<file path="config.mk">
export PLATFORM = sky130hd
export DESIGN_NAME = led_pixel_spi_encoder_flat
export DESIGN_NICKNAME = d
export VERILOG_FILES = /design/src/design/lpse_pkg.sv /design/src/design/lpse_req_if.sv /design/src/design/lpse_rsp_if.sv /design/src/design/lpse_ctrl.sv /design/src/design/lpse_datapath.sv /design/src/design/led_pixel_spi_encoder.sv /design/src/flat_wrapper.sv
export SDC_FILE = /design/constraint.sdc
export NUM_CORES = 1
export LEC_CHECK = 0
export ABC_CLOCK_PERIOD_IN_PS = 4400
export BUFFER_PORTS_ARGS = -buffer_cell sky130_fd_sc_hd__buf_4
export CAP_MARGIN = 40
export CORE_UTILIZATION = 56
export CTS_BUF_LIST = sky130_fd_sc_hd__clkbuf_4 sky130_fd_sc_hd__clkbuf_8
export DETAILED_ROUTE_END_ITERATION = 8
export PLACE_DENSITY = 0.74
export RECOVER_POWER = 50
export SYNTH_ARGS = -nofsm -noshare
export SYNTH_HDL_FRONTEND = slang
export SYNTH_SLANG_ARGS = --single-unit
</file>
<file path="constraint.sdc">
create_clock -name clock -period 4.4 [get_ports clock]
set_input_delay 0 -clock clock [delete_from_list [all_inputs] [get_ports clock]]
set_output_delay 0 -clock clock [all_outputs]
set_load 0.02 [all_outputs]
</file>
<file path="src/design/lpse_pkg.sv">
// ----------------------------------------------------------------------------
// lpse_pkg
// Shared types, constants and the line-bit expansion for the LED pixel encoder.
// ----------------------------------------------------------------------------
package lpse_pkg;

   localparam int PIXELS = 16;
   localparam int PIX_W  = $clog2(PIXELS);
   localparam int CNT_W  = $clog2(PIXELS + 1);

   localparam int FUNC_W = 2;
   localparam int IDX_W  = 4;
   localparam int BYTE_W = 8;
   localparam int LINE_W = 3 * BYTE_W;
   localparam int RGB_W  = 3 * BYTE_W;
   localparam int CFG_W  = 5;

   localparam logic [CFG_W-1:0] PIXEL_COUNT_RESET = CFG_W'(16);

   // operation codes
   localparam logic [FUNC_W-1:0] FUNC_SET   = 2'd0;
   localparam logic [FUNC_W-1:0] FUNC_CLEAR = 2'd1;
   localparam logic [FUNC_W-1:0] FUNC_SHOW  = 2'd2;

   typedef struct packed {
      logic req_ready;
      logic write_pixel;
      logic clear_store;
      logic start_show;
      logic load_pixel;
   } lpse_cmd_type;

   typedef struct packed {
      logic              req_valid;
      logic [FUNC_W-1:0] func;
      logic              index_ok;
      logic              count_zero;
      logic              slot_free;
      logic              last_pixel;
   } lpse_status_type;

   // Each data bit, MSB first, becomes 1,b,0 on the line.
   function automatic logic [LINE_W-1:0] expand_byte(input logic [BYTE_W-1:0] v);
      logic [LINE_W-1:0] line;
      line = '0;
      for (int i = 0; i < BYTE_W; i++) begin
         line[3*i +: 3] = {1'b1, v[i], 1'b0};
      end
      return line;
   endfunction

endpackage

</file>
<file path="src/design/lpse_req_if.sv">
// ----------------------------------------------------------------------------
// lpse_req_if
// Request channel: operation code and pixel operands.
// ----------------------------------------------------------------------------
interface lpse_req_if;
   logic                          valid;
   logic                          ready;
   logic [lpse_pkg::FUNC_W-1:0]   func;
   logic [lpse_pkg::IDX_W-1:0]    pixel_index;
   logic [lpse_pkg::BYTE_W-1:0]   red;
   logic [lpse_pkg::BYTE_W-1:0]   green;
   logic [lpse_pkg::BYTE_W-1:0]   blue;

   modport source (output valid, func, pixel_index, red, green, blue, input ready);
   modport sink   (input valid, func, pixel_index, red, green, blue, output ready);
endinterface

</file>
<file path="src/design/lpse_rsp_if.sv">
// ----------------------------------------------------------------------------
// lpse_rsp_if
// Response channel: one encoded pixel per transfer.
// ----------------------------------------------------------------------------
interface lpse_rsp_if;
   logic                          valid;
   logic                          ready;
   logic [lpse_pkg::IDX_W-1:0]    pixel_number;
   logic [lpse_pkg::LINE_W-1:0]   line_green;
   logic [lpse_pkg::LINE_W-1:0]   line_red;
   logic [lpse_pkg::LINE_W-1:0]   line_blue;
   logic                          frame_end;

   modport source (output valid, pixel_number, line_green, line_red, line_blue,
                   frame_end, input ready);
   modport sink   (input valid, pixel_number, line_green, line_red, line_blue,
                   frame_end, output ready);
endinterface

</file>
<file path="src/design/lpse_ctrl.sv">
// ----------------------------------------------------------------------------
// lpse_ctrl
// Controller: decodes requests and sequences the show walk.
// ----------------------------------------------------------------------------
module lpse_ctrl (
   input  logic                       clock,
   input  logic                       reset,
   input  lpse_pkg::lpse_status_type  status,
   output lpse_pkg::lpse_cmd_type     cmd
);

   typedef enum logic [1:0] {
      ST_IDLE = 2'b01,
      ST_SHOW = 2'b10
   } lpse_state_type;

   lpse_state_type state_ff, state_in;
   logic           accept;

   assign accept = status.req_valid && (state_ff == ST_IDLE);

   always_comb begin
      state_in        = state_ff;
      cmd             = '0;
      cmd.req_ready   = (state_ff == ST_IDLE);
      unique case (state_ff)
         ST_IDLE: begin
            if (accept) begin
               unique case (status.func)
                  lpse_pkg::FUNC_SET: begin
                     cmd.write_pixel = status.index_ok;
                  end
                  lpse_pkg::FUNC_CLEAR: begin
                     cmd.clear_store = 1'b1;
                  end
                  lpse_pkg::FUNC_SHOW: begin
                     if (!status.count_zero) begin
                        cmd.start_show = 1'b1;
                        state_in       = ST_SHOW;
                     end
                  end
                  default: begin
                  end
               endcase
            end
         end
         ST_SHOW: begin
            // advance one pixel whenever the output register can take it
            if (status.slot_free) begin
               cmd.load_pixel = 1'b1;
               if (status.last_pixel) begin
                  state_in = ST_IDLE;
               end
            end
         end
         default: begin
            state_in = ST_IDLE;
         end
      endcase
   end

   always_ff @(posedge clock) begin
      if (reset) begin
         state_ff <= ST_IDLE;
      end else begin
         state_ff <= state_in;
      end
   end

endmodule

</file>
<file path="src/design/lpse_datapath.sv">
// ----------------------------------------------------------------------------
// lpse_datapath
// Datapath: pixel count, colour store, walk pointer and output register.
// ----------------------------------------------------------------------------
module lpse_datapath (
   input  logic                              clock,
   input  logic                              reset,
   input  logic                              csr_wr_en,
   input  logic [lpse_pkg::CFG_W-1:0]        csr_wr_data,
   input  logic                              req_valid,
   input  logic [lpse_pkg::FUNC_W-1:0]       req_func,
   input  logic [lpse_pkg::IDX_W-1:0]        req_pixel_index,
   input  logic [lpse_pkg::BYTE_W-1:0]       req_red,
   input  logic [lpse_pkg::BYTE_W-1:0]       req_green,
   input  logic [lpse_pkg::BYTE_W-1:0]       req_blue,
   input  lpse_pkg::lpse_cmd_type            cmd,
   output lpse_pkg::lpse_status_type         status,
   lpse_rsp_if.source                        rsp_ch
);

   logic [lpse_pkg::CFG_W-1:0]   pixel_count_ff;
   logic [lpse_pkg::CNT_W-1:0]   active_count;
   logic [lpse_pkg::RGB_W-1:0]   store_ff [lpse_pkg::PIXELS];
   logic [lpse_pkg::PIXELS-1:0]  entry_valid_ff;
   logic [lpse_pkg::PIX_W-1:0]   ptr_ff, ptr_in;
   logic [lpse_pkg::CNT_W-1:0]   ptr_plus_one;
   logic [lpse_pkg::PIX_W-1:0]   write_addr;
   logic [lpse_pkg::RGB_W-1:0]   entry;
   logic                         rsp_valid_ff, rsp_valid_in;
   logic [lpse_pkg::IDX_W-1:0]   pixel_number_ff;
   logic [lpse_pkg::LINE_W-1:0]  line_green_ff, line_red_ff, line_blue_ff;
   logic                         frame_end_ff;

   // clamp the count to the store depth
   assign active_count = (pixel_count_ff > lpse_pkg::CFG_W'(lpse_pkg::PIXELS))
                         ? lpse_pkg::CNT_W'(lpse_pkg::PIXELS)
                         : lpse_pkg::CNT_W'(pixel_count_ff);

   assign write_addr   = req_pixel_index[lpse_pkg::PIX_W-1:0];
   assign ptr_plus_one = lpse_pkg::CNT_W'(ptr_ff) + lpse_pkg::CNT_W'(1);
   assign entry        = entry_valid_ff[ptr_ff] ? store_ff[ptr_ff] : '0;

   always_comb begin
      status            = '0;
      status.req_valid  = req_valid;
      status.func       = req_func;
      status.index_ok   = (lpse_pkg::CNT_W'(req_pixel_index) < active_count);
      status.count_zero = (active_count == '0);
      status.slot_free  = !rsp_valid_ff || rsp_ch.ready;
      status.last_pixel = (ptr_plus_one == active_count);
   end

   always_comb begin
      ptr_in = ptr_ff;
      if (cmd.start_show) begin
         ptr_in = '0;
      end else if (cmd.load_pixel) begin
         ptr_in = ptr_plus_one[lpse_pkg::PIX_W-1:0];
      end
   end

   always_comb begin
      rsp_valid_in = rsp_valid_ff;
      if (cmd.load_pixel) begin
         rsp_valid_in = 1'b1;
      end else if (rsp_ch.ready) begin
         rsp_valid_in = 1'b0;
      end
   end

   always_ff @(posedge clock) begin
      if (reset) begin
         pixel_count_ff <= lpse_pkg::PIXEL_COUNT_RESET;
         entry_valid_ff <= '0;
         rsp_valid_ff   <= 1'b0;
         ptr_ff         <= '0;
      end else begin
         if (csr_wr_en) begin
            pixel_count_ff <= csr_wr_data;
         end
         if (cmd.clear_store) begin
            entry_valid_ff <= '0;
         end else if (cmd.write_pixel) begin
            entry_valid_ff[write_addr] <= 1'b1;
         end
         rsp_valid_ff <= rsp_valid_in;
         ptr_ff       <= ptr_in;
      end
   end

   // store entry layout: red, green, blue from the top
   always_ff @(posedge clock) begin
      if (cmd.write_pixel) begin
         store_ff[write_addr] <= {req_red, req_green, req_blue};
      end
   end

   always_ff @(posedge clock) begin
      if (cmd.load_pixel) begin
         pixel_number_ff <= lpse_pkg::IDX_W'(ptr_ff);
         line_green_ff   <= lpse_pkg::expand_byte(entry[15:8]);
         line_red_ff     <= lpse_pkg::expand_byte(entry[23:16]);
         line_blue_ff    <= lpse_pkg::expand_byte(entry[7:0]);
         frame_end_ff    <= status.last_pixel;
      end
   end

   assign rsp_ch.valid        = rsp_valid_ff;
   assign rsp_ch.pixel_number = pixel_number_ff;
   assign rsp_ch.line_green   = line_green_ff;
   assign rsp_ch.line_red     = line_red_ff;
   assign rsp_ch.line_blue    = line_blue_ff;
   assign rsp_ch.frame_end    = frame_end_ff;

endmodule

</file>
<file path="src/design/led_pixel_spi_encoder.sv">
// ----------------------------------------------------------------------------
// led_pixel_spi_encoder
// Pixel store and three-bit line encoder for a chain of addressable LEDs.
// ----------------------------------------------------------------------------
// A set-pixel or clear request is taken on its transfer, and the next request
// may follow in the next cycle. A show request walks the store one pixel per
// cycle, while the response side can take each pixel, through a single read
// pointer, starting after its transfer, so the next request is taken only once
// the walk over pixel_count pixels (count clamped to the store depth) is done;
// a show with a count of zero frees the request side at once. The request side
// is not ready during the walk. Responses come in pixel order from pixel 0,
// each carrying green, red and blue expanded so that every data bit, MSB first,
// is sent as 1,b,0 (0 -> 100, 1 -> 110); frame_end marks the last pixel. A
// registered output stage parts the two sides, so a new request is taken while
// the last response of a show still waits. Set-pixel to an index at or beyond
// the active count is dropped; a show with a count of zero and an unused
// operation code produce nothing. Clear and reset empty the store at once
// through per-entry valid bits, so there is no clearing pass. Write csr_wr_data
// (pixel count) only while idle.
// ----------------------------------------------------------------------------
module led_pixel_spi_encoder (
   input  logic                        clock,
   input  logic                        reset,
   input  logic                        csr_wr_en,
   input  logic [lpse_pkg::CFG_W-1:0]  csr_wr_data,
   lpse_req_if.sink                    req_ch,
   lpse_rsp_if.source                  rsp_ch
);

   lpse_pkg::lpse_cmd_type     cmd;
   lpse_pkg::lpse_status_type  status;

   // hold off requests while the controller walks the store
   assign req_ch.ready = cmd.req_ready;

   lpse_ctrl u_ctrl (
      .clock  (clock),
      .reset  (reset),
      .status (status),
      .cmd    (cmd)
   );

   lpse_datapath u_datapath (
      .clock           (clock),
      .reset           (reset),
      .csr_wr_en       (csr_wr_en),
      .csr_wr_data     (csr_wr_data),
      .req_valid       (req_ch.valid),
      .req_func        (req_ch.func),
      .req_pixel_index (req_ch.pixel_index),
      .req_red         (req_ch.red),
      .req_green       (req_ch.green),
      .req_blue        (req_ch.blue),
      .cmd             (cmd),
      .status          (status),
      .rsp_ch          (rsp_ch)
   );

endmodule
</file>
<file path="src/flat_wrapper.sv">
// flat-port wrapper written by rule: the top's interface ports become plain ports
module led_pixel_spi_encoder_flat 
  (clock, reset, csr_wr_en, csr_wr_data, req_ch_valid, req_ch_func, req_ch_pixel_index, req_ch_red, req_ch_green, req_ch_blue, req_ch_ready, rsp_ch_valid, rsp_ch_pixel_number, rsp_ch_line_green, rsp_ch_line_red, rsp_ch_line_blue, rsp_ch_frame_end, rsp_ch_ready);
  lpse_req_if req_ch_i ();
  lpse_rsp_if rsp_ch_i ();
  input  logic clock;
  input  logic reset;
  input  logic csr_wr_en;
  input  logic [lpse_pkg::CFG_W-1:0] csr_wr_data;
  input wire logic [$bits(req_ch_i.valid)-1:0] req_ch_valid;
  input wire logic [$bits(req_ch_i.func)-1:0] req_ch_func;
  input wire logic [$bits(req_ch_i.pixel_index)-1:0] req_ch_pixel_index;
  input wire logic [$bits(req_ch_i.red)-1:0] req_ch_red;
  input wire logic [$bits(req_ch_i.green)-1:0] req_ch_green;
  input wire logic [$bits(req_ch_i.blue)-1:0] req_ch_blue;
  output wire logic [$bits(req_ch_i.ready)-1:0] req_ch_ready;
  output wire logic [$bits(rsp_ch_i.valid)-1:0] rsp_ch_valid;
  output wire logic [$bits(rsp_ch_i.pixel_number)-1:0] rsp_ch_pixel_number;
  output wire logic [$bits(rsp_ch_i.line_green)-1:0] rsp_ch_line_green;
  output wire logic [$bits(rsp_ch_i.line_red)-1:0] rsp_ch_line_red;
  output wire logic [$bits(rsp_ch_i.line_blue)-1:0] rsp_ch_line_blue;
  output wire logic [$bits(rsp_ch_i.frame_end)-1:0] rsp_ch_frame_end;
  input wire logic [$bits(rsp_ch_i.ready)-1:0] rsp_ch_ready;
  assign req_ch_i.valid = req_ch_valid;
  assign req_ch_i.func = req_ch_func;
  assign req_ch_i.pixel_index = req_ch_pixel_index;
  assign req_ch_i.red = req_ch_red;
  assign req_ch_i.green = req_ch_green;
  assign req_ch_i.blue = req_ch_blue;
  assign req_ch_ready = req_ch_i.ready;
  assign rsp_ch_valid = rsp_ch_i.valid;
  assign rsp_ch_pixel_number = rsp_ch_i.pixel_number;
  assign rsp_ch_line_green = rsp_ch_i.line_green;
  assign rsp_ch_line_red = rsp_ch_i.line_red;
  assign rsp_ch_line_blue = rsp_ch_i.line_blue;
  assign rsp_ch_frame_end = rsp_ch_i.frame_end;
  assign rsp_ch_i.ready = rsp_ch_ready;
  led_pixel_spi_encoder u_core (.clock(clock), .reset(reset), .csr_wr_en(csr_wr_en), .csr_wr_data(csr_wr_data), .req_ch(req_ch_i), .rsp_ch(rsp_ch_i));
endmodule
</file>
# Word-level counts from Yosys, hierarchy flattened
# Memories as Yosys holds them, arrays and structs flattened. A register that Yosys moved wholly into a read port is not among the register bits.
# Index checks and enable logic that the tools add are counted.
# word_totals
input_bits	40
elab_cells	59
memories	1
ram_bits	384
mem_bits_ro	0
reg_bits	33
latchBits	0
# classes
n_mux	23
n_lt_le_gt_ge	5
add_sub_neg	1
div	0
shifts	0
mul	0
bitwise_logic	1
eq_ne	10
reduce_logical	11
# memory_table
name	words	width	rd	rd_clocked_by_memory_dff	write_ports	line	rtl
u_core.u_datapath.store_ff	16	24	1	1	1	lpse_datapath.sv:23	logic [lpse_pkg::RGB_W-1:0] store_ff [lpse_pkg::PIXELS];
# op_table
op	count
$or 16x16->16	1
$mux 1	12
$lt 4x5->1 const B	2
$mux 2	5
$ne 2x1->1 const B	4
$mux 3	2
$add 4x1->5 const B	1
$eq 5x5->1	1
$gt 5x5->1 const B	1
$logic_not 5->1	1
$lt 4x5->1	1
$mux 5	1
$reduce_and 5->1	1
$bmux 1 s4	1
$demux 1 s4	1
$eq 2x1->1 const B	2
$eq 2x2->1 const B	2
$ge 4x1->1 const B	1
$pmux 2 s2	1
$reduce_or 2->1	2
$logic_and 1x1->1	2
$logic_not 1->1	2
$logic_not 2->1	1
$ne 2x2->1 const B	1
other kinds (2)	2

# Longest topological paths before layout
# depth
ltp_word	9
ltp_mapped	8

# Cells and area by module
# Synthesis repeated with hierarchy kept, for this count alone.
# unflattened
hier_cells	822
hier_area_um2	17202.7
# modules_own_cells
mod	instances	area_per_inst_um2	cells_per_inst	seq_area_each_um2
lpse_datapath	1	17061.4	808	12922.4
lpse_ctrl	1	141.4	14	40.0

# Worst setup path before layout
# No wires, ideal clock.
# synth_path
path_kind	register to register
start	register u_core.u_datapath.pixel_count_ff[4] (netlist name)
end	memory u_core.u_datapath.store_ff[10][0] (netlist name), enable pin
t_arrival_ns	3.833
stages_incl_launch_ff	8
setup_ns	0.466
slack_ns	0.101
cell_sequence	dfxtp_1 nand2b_1 ha_1 a21oi_1 o22ai_1 or2_2 clkbuf_1 nor4_1
# synth_via
elab_chain_cells	8
# synth_rtl
element	line	rtl
start: declaration	lpse_datapath.sv:21	logic [lpse_pkg::CFG_W-1:0] pixel_count_ff;
start signal: assignment	lpse_datapath.sv:73	pixel_count_ff <= lpse_pkg::PIXEL_COUNT_RESET;
start signal: assignment	lpse_datapath.sv:79	pixel_count_ff <= csr_wr_data;
$gt 5x5->1	lpse_datapath.sv:35	assign active_count = (pixel_count_ff > lpse_pkg::CFG_W'(lpse_pkg::PIXELS))
$mux 5 (*)	lpse_datapath.sv:36	? lpse_pkg::CNT_W'(lpse_pkg::PIXELS)
$lt 4x5->1 (*)	lpse_datapath.sv:47	status.index_ok = (lpse_pkg::CNT_W'(req_pixel_index) < active_count);
$mux 1 (*)	lpse_ctrl.sv:29	unique case (status.func)
$mux 3 (*)	lpse_ctrl.sv:28	if (accept) begin
$mux 3 (*)	lpse_ctrl.sv:26	unique case (state_ff)
$mux 1 (*)	lpse_datapath.sv:93	if (cmd.write_pixel) begin
$mux 1 (implied by the code) (*)	lpse_datapath.sv:94	store_ff[write_addr] <= {req_red, req_green, req_blue};
end: declaration	lpse_datapath.sv:23	
# Mark *: on every way between the ends. The rest lies on a longest branch, timed or not.

==> summary.md <==
## Synthesis
- Compound-Gate Fraction of Synth Area: 0.0354
- most numerous cell in the Yosys netlist: sky130_fd_sc_hd__edfxtp_1
- Post-synth EDFFs: 413
- xor-xnor portion of the synthesized cell area: 0.00384
- number of standard cells after synthesis: 857
- Async SR Flop Fraction: 0
- adder-cell share of the synthesized area: 0.00284
- area share of the largest cell type after synthesis: 0.704
- post-synthesis cell type with the largest combined area: sky130_fd_sc_hd__edfxtp_1
- dominant combinational cell family by area after synthesis: multiplexers
- list of most frequent post-synthesis cells: 413 x sky130_fd_sc_hd__edfxtp_1, 86 x sky130_fd_sc_hd__mux4_2, 56 x sky130_fd_sc_hd__buf_4
- sequential cell area fraction in the yosys report: 0.736
- mean post-synth cell area: 20.5 um2
- post-synthesis instance area: 17600 um2
- post-synthesis mux area share: 0.149
- Warnings, synthesis: 0
- post-synthesis sequential element count: 441
- most instantiated flip-flop cell in the synthesis netlist: sky130_fd_sc_hd__edfxtp_1
- leading cell types by total area after synthesis: sky130_fd_sc_hd__edfxtp_1 70%, sky130_fd_sc_hd__mux4_2 11%, sky130_fd_sc_hd__dfxtp_1 3.2%
- count of cell types in the netlist: 48
- Simple-Gate Fraction of Synth Area: 0.0306

## Clock tree
- clock-pin slew on the worst setup and hold paths: 0.06 ns
- TritonCTS clock tree: done
- root buf cell: sky130_fd_sc_hd__clkbuf_8
- count of H-tree levels built during CTS: 3
- clock tree sinks: 441
- clk buf depth: 3
- CTS resizes: 0
- post-CTS setup buffer count: 0
- latest clock arrival within the worst-skew pair: 0.57 ns
- number of buffers inserted during clock tree synthesis: 69

## Timing
- Final Critical Period: 3.34 ns
- smallest hold slack: 0.0756 ns
- setup_tns: 0 ns
- ratio of final minimum period to clock period: 0.760
- upper clock frequency limit: 299 MHz
- RSZ-0062 raised after global routing: no
- final number of setup-violating endpoints: 0
- final hold violation count: 0
- worst slew pin tran: 1.81 ns
- Fin Clk Skew: 0.0248 ns
- Slew Limit Headroom: -0.213
- Slew Viols, Final: 16

## Power and ir drop
- total power draw: 8.07 mW
- part of the total power dissipated in combinational logic: 0.027
- internal power of the cells: 6.42 mW
- sequential cell fraction of total power: 0.571
- portion of total power attributed to the clock network: 0.402
- sw power: 1.65 mW
- Switching Fraction: 0.204
- PD cells: 402 nW/um2
- worst ir drop on vdd: 0.233 mV
- Leakage Power: 6.31 nW

## Floorplanning
- effective utilization at floorplan: 0.573
- die outline height: 179 um
- chip width: 179 um
- placement row count: 64
- area of the core: 30700 um2
- overall die area: 32200 um2
- number of top-level design ports: 119

## Drt
- violation count after the first detailed-routing iteration: 750
- via count: 8701
- vias per cell: 5.89
- number of nets with antenna violations after detailed routing: 0
- final routed DRC violation total: 35
- length of the first detailed-routing pass in iterations: 7
- post-DR wirelength/cell: 22.9 um
- aggregate routed wire length: 33900 um

## Place
- routability congestion estimate from global placement: 0.837
- number of buffers added on ports: 70
- placed wire-length estimate after detailed placement: 18800 um

## Finish
- filler instances: 2030
- number of nets in the layout: 1077
- Reg area: 13000 um2
- Layout area overhead: 13.9%
- footprint of the multi-input gates: 4170 um2
- fraction of layout cells with a size suffix above 1: 0.250

## Hold path
- path class of the lowest-slack min-delay path: input port to flip-flop

## GRT
- pin count of the biggest net entering global routing: 80
- initial antenna violation count: 2
- total routing usage reported by global routing: 0.221
- residual overflow from global routing: 0
- global-route wire length before repair: 51500 um
- number of global-route vias before repair: 8909

## Critical path
- Critical Path Source Type: flip-flop
- maximum fanout count along the critical path: 17
- Worst Path Arrival: 3.52 ns
- worst path required time: 4.57 ns
- critical path type: flip-flop to flip-flop
- element type at the critical path end: flip-flop

## Flow run
- number of violations of the max-capacitance limit: 1

## Outcome
- outcome: finished, violations left
- violated checks: DRC, capacitance limit, slew limit

sequential cells by signal, summed over array words and instances (netlist names):
register	cells
u_core.u_ctrl.state_ff	2
u_core.u_datapath.rsp_ch.line_red	8
u_core.u_datapath.pixel_count_ff	5
u_core.u_datapath.rsp_ch.frame_end	1
u_core.u_datapath.rsp_ch.valid	1
u_core.u_datapath.ptr_ff	4
u_core.u_datapath.rsp_ch.line_blue	8
u_core.u_datapath.rsp_ch.pixel_number	4
u_core.u_datapath.store_ff	384
u_core.u_datapath.entry_valid_ff	16
u_core.u_datapath.rsp_ch.line_green	8
metal layers:
metal  share of wire  track usage
met5         0.00038            0
met4           0.019       0.0718
met3           0.047       0.0363
met2            0.52        0.379
met1            0.42        0.289
layout by cell type (no fill, tap or decap), types with 3 or more instances in the layout:
cell / Yosys / routed
sky130_fd_sc_hd__nand2b_1: 7 / 7
sky130_fd_sc_hd__clkbuf_1: 15 / 56
sky130_fd_sc_hd__o21a_1: 8 / 8
sky130_fd_sc_hd__ha_1: 4 / 4
sky130_fd_sc_hd__clkinv_2: 0 / 8
sky130_fd_sc_hd__inv_1: 6 / 6
sky130_fd_sc_hd__buf_4: 56 / 45
sky130_fd_sc_hd__nand3_1: 7 / 7
sky130_fd_sc_hd__xnor2_1: 5 / 5
sky130_fd_sc_hd__dfxtp_1: 28 / 27
sky130_fd_sc_hd__a21oi_1: 5 / 5
sky130_fd_sc_hd__edfxtp_1: 413 / 413
sky130_fd_sc_hd__nor4_2: 1 / 14
sky130_fd_sc_hd__clkbuf_4: 0 / 25
sky130_fd_sc_hd__nor3b_1: 3 / 3
sky130_fd_sc_hd__conb_1: 2 / 48
sky130_fd_sc_hd__mux2i_1: 30 / 30
sky130_fd_sc_hd__dlygate4sd3_1: 0 / 50
sky130_fd_sc_hd__a211oi_1: 40 / 40
sky130_fd_sc_hd__mux4_2: 86 / 86
sky130_fd_sc_hd__nand2_1: 8 / 8
sky130_fd_sc_hd__a22o_1: 6 / 6
sky130_fd_sc_hd__nor2b_1: 27 / 27
sky130_fd_sc_hd__nor2_1: 15 / 15
sky130_fd_sc_hd__clkbuf_8: 0 / 74
sky130_fd_sc_hd__clkinv_1: 0 / 10
sky130_fd_sc_hd__a211oi_2: 8 / 8
sky130_fd_sc_hd__mux4_1: 14 / 14
metrics by stage:
stage,setup WS (ns),instance area [um2],utilization,std cells
final,1.06,20100,0.652,1478
after global routing,0.854,20100,0.652,1478
after CTS,1.20,20300,0.660,1477
after detailed placement,1.54,18500,0.601,1308
after global placement,0.903,18500,0.600,1304
after floorplan,0.101,17800,-,903
worst paths after layout:
check	slack, ns	depth (start not counted)	endpoint	startpoint
worst max-delay path	1.06	3	u_core.u_datapath.rsp_ch.line_red[10]	u_core.u_ctrl.state_ff[0]
worst min register to register	0.47	1	u_core.u_datapath.entry_valid_ff[7]	u_core.u_datapath.entry_valid_ff[7]
worst min-delay path	0.08	5	u_core.u_datapath.entry_valid_ff[8]	req_ch_func[0]
worst max register to register	1.06	3	u_core.u_datapath.rsp_ch.line_red[10]	u_core.u_ctrl.state_ff[0]
critical path, stage by stage, from the launching register on:
cell                       delay, ns
sky130_fd_sc_hd__dfxtp_1        0.34
sky130_fd_sc_hd__nand2b_1       0.24
sky130_fd_sc_hd__nor2_1         1.38
sky130_fd_sc_hd__clkbuf_1       0.98
logic make-up (layout without fill, tap and decap cells):
kind of cell | after synthesis | count (layout)
AO/OA/AOI/OAI | 78 | 78
XOR/XNOR | 6 | 6
adder cells (fa/ha/maj) | 4 | 4
buffers and inverters | 101 | 279
flip-flops | 441 | 441
multiplexers | 131 | 131
other | 2 | 49
AND/OR/NAND/NOR | 94 | 94
final cells by class:
class	count	share of cell area
Sequential cell	441	0.647
Multi-Input combinational cell	361	0.208
Clock buffer	98	0.0598
Timing Repair Buffer	154	0.0547
Tap cell	396	0.0247
Clock inverter	21	0.00512
Inverter	6	0.00112
Antenna cell	1	0.000125
power by group through the flow:
| stage | Clock [mW] | Sequential (mW) | Combinational [mW] |
|---|---|---|---|
| finish | 3.24 | 4.61 | 0.218 |
| global route | 3.49 | 4.60 | 0.239 |
| CTS | 3.31 | 4.60 | 0.227 |
| detailed placement | 0 | 4.69 | 0.192 |
| global placement | 0 | 4.69 | 0.183 |
| floorplan | 0 | 4.69 | 0.124 |
repair_timing:
item,in CTS,in global routing
setup endpoints to repair,0,0
hold endpoints to repair,405,0
hold buffers,50,0
(Power assumes the default switching activity.)
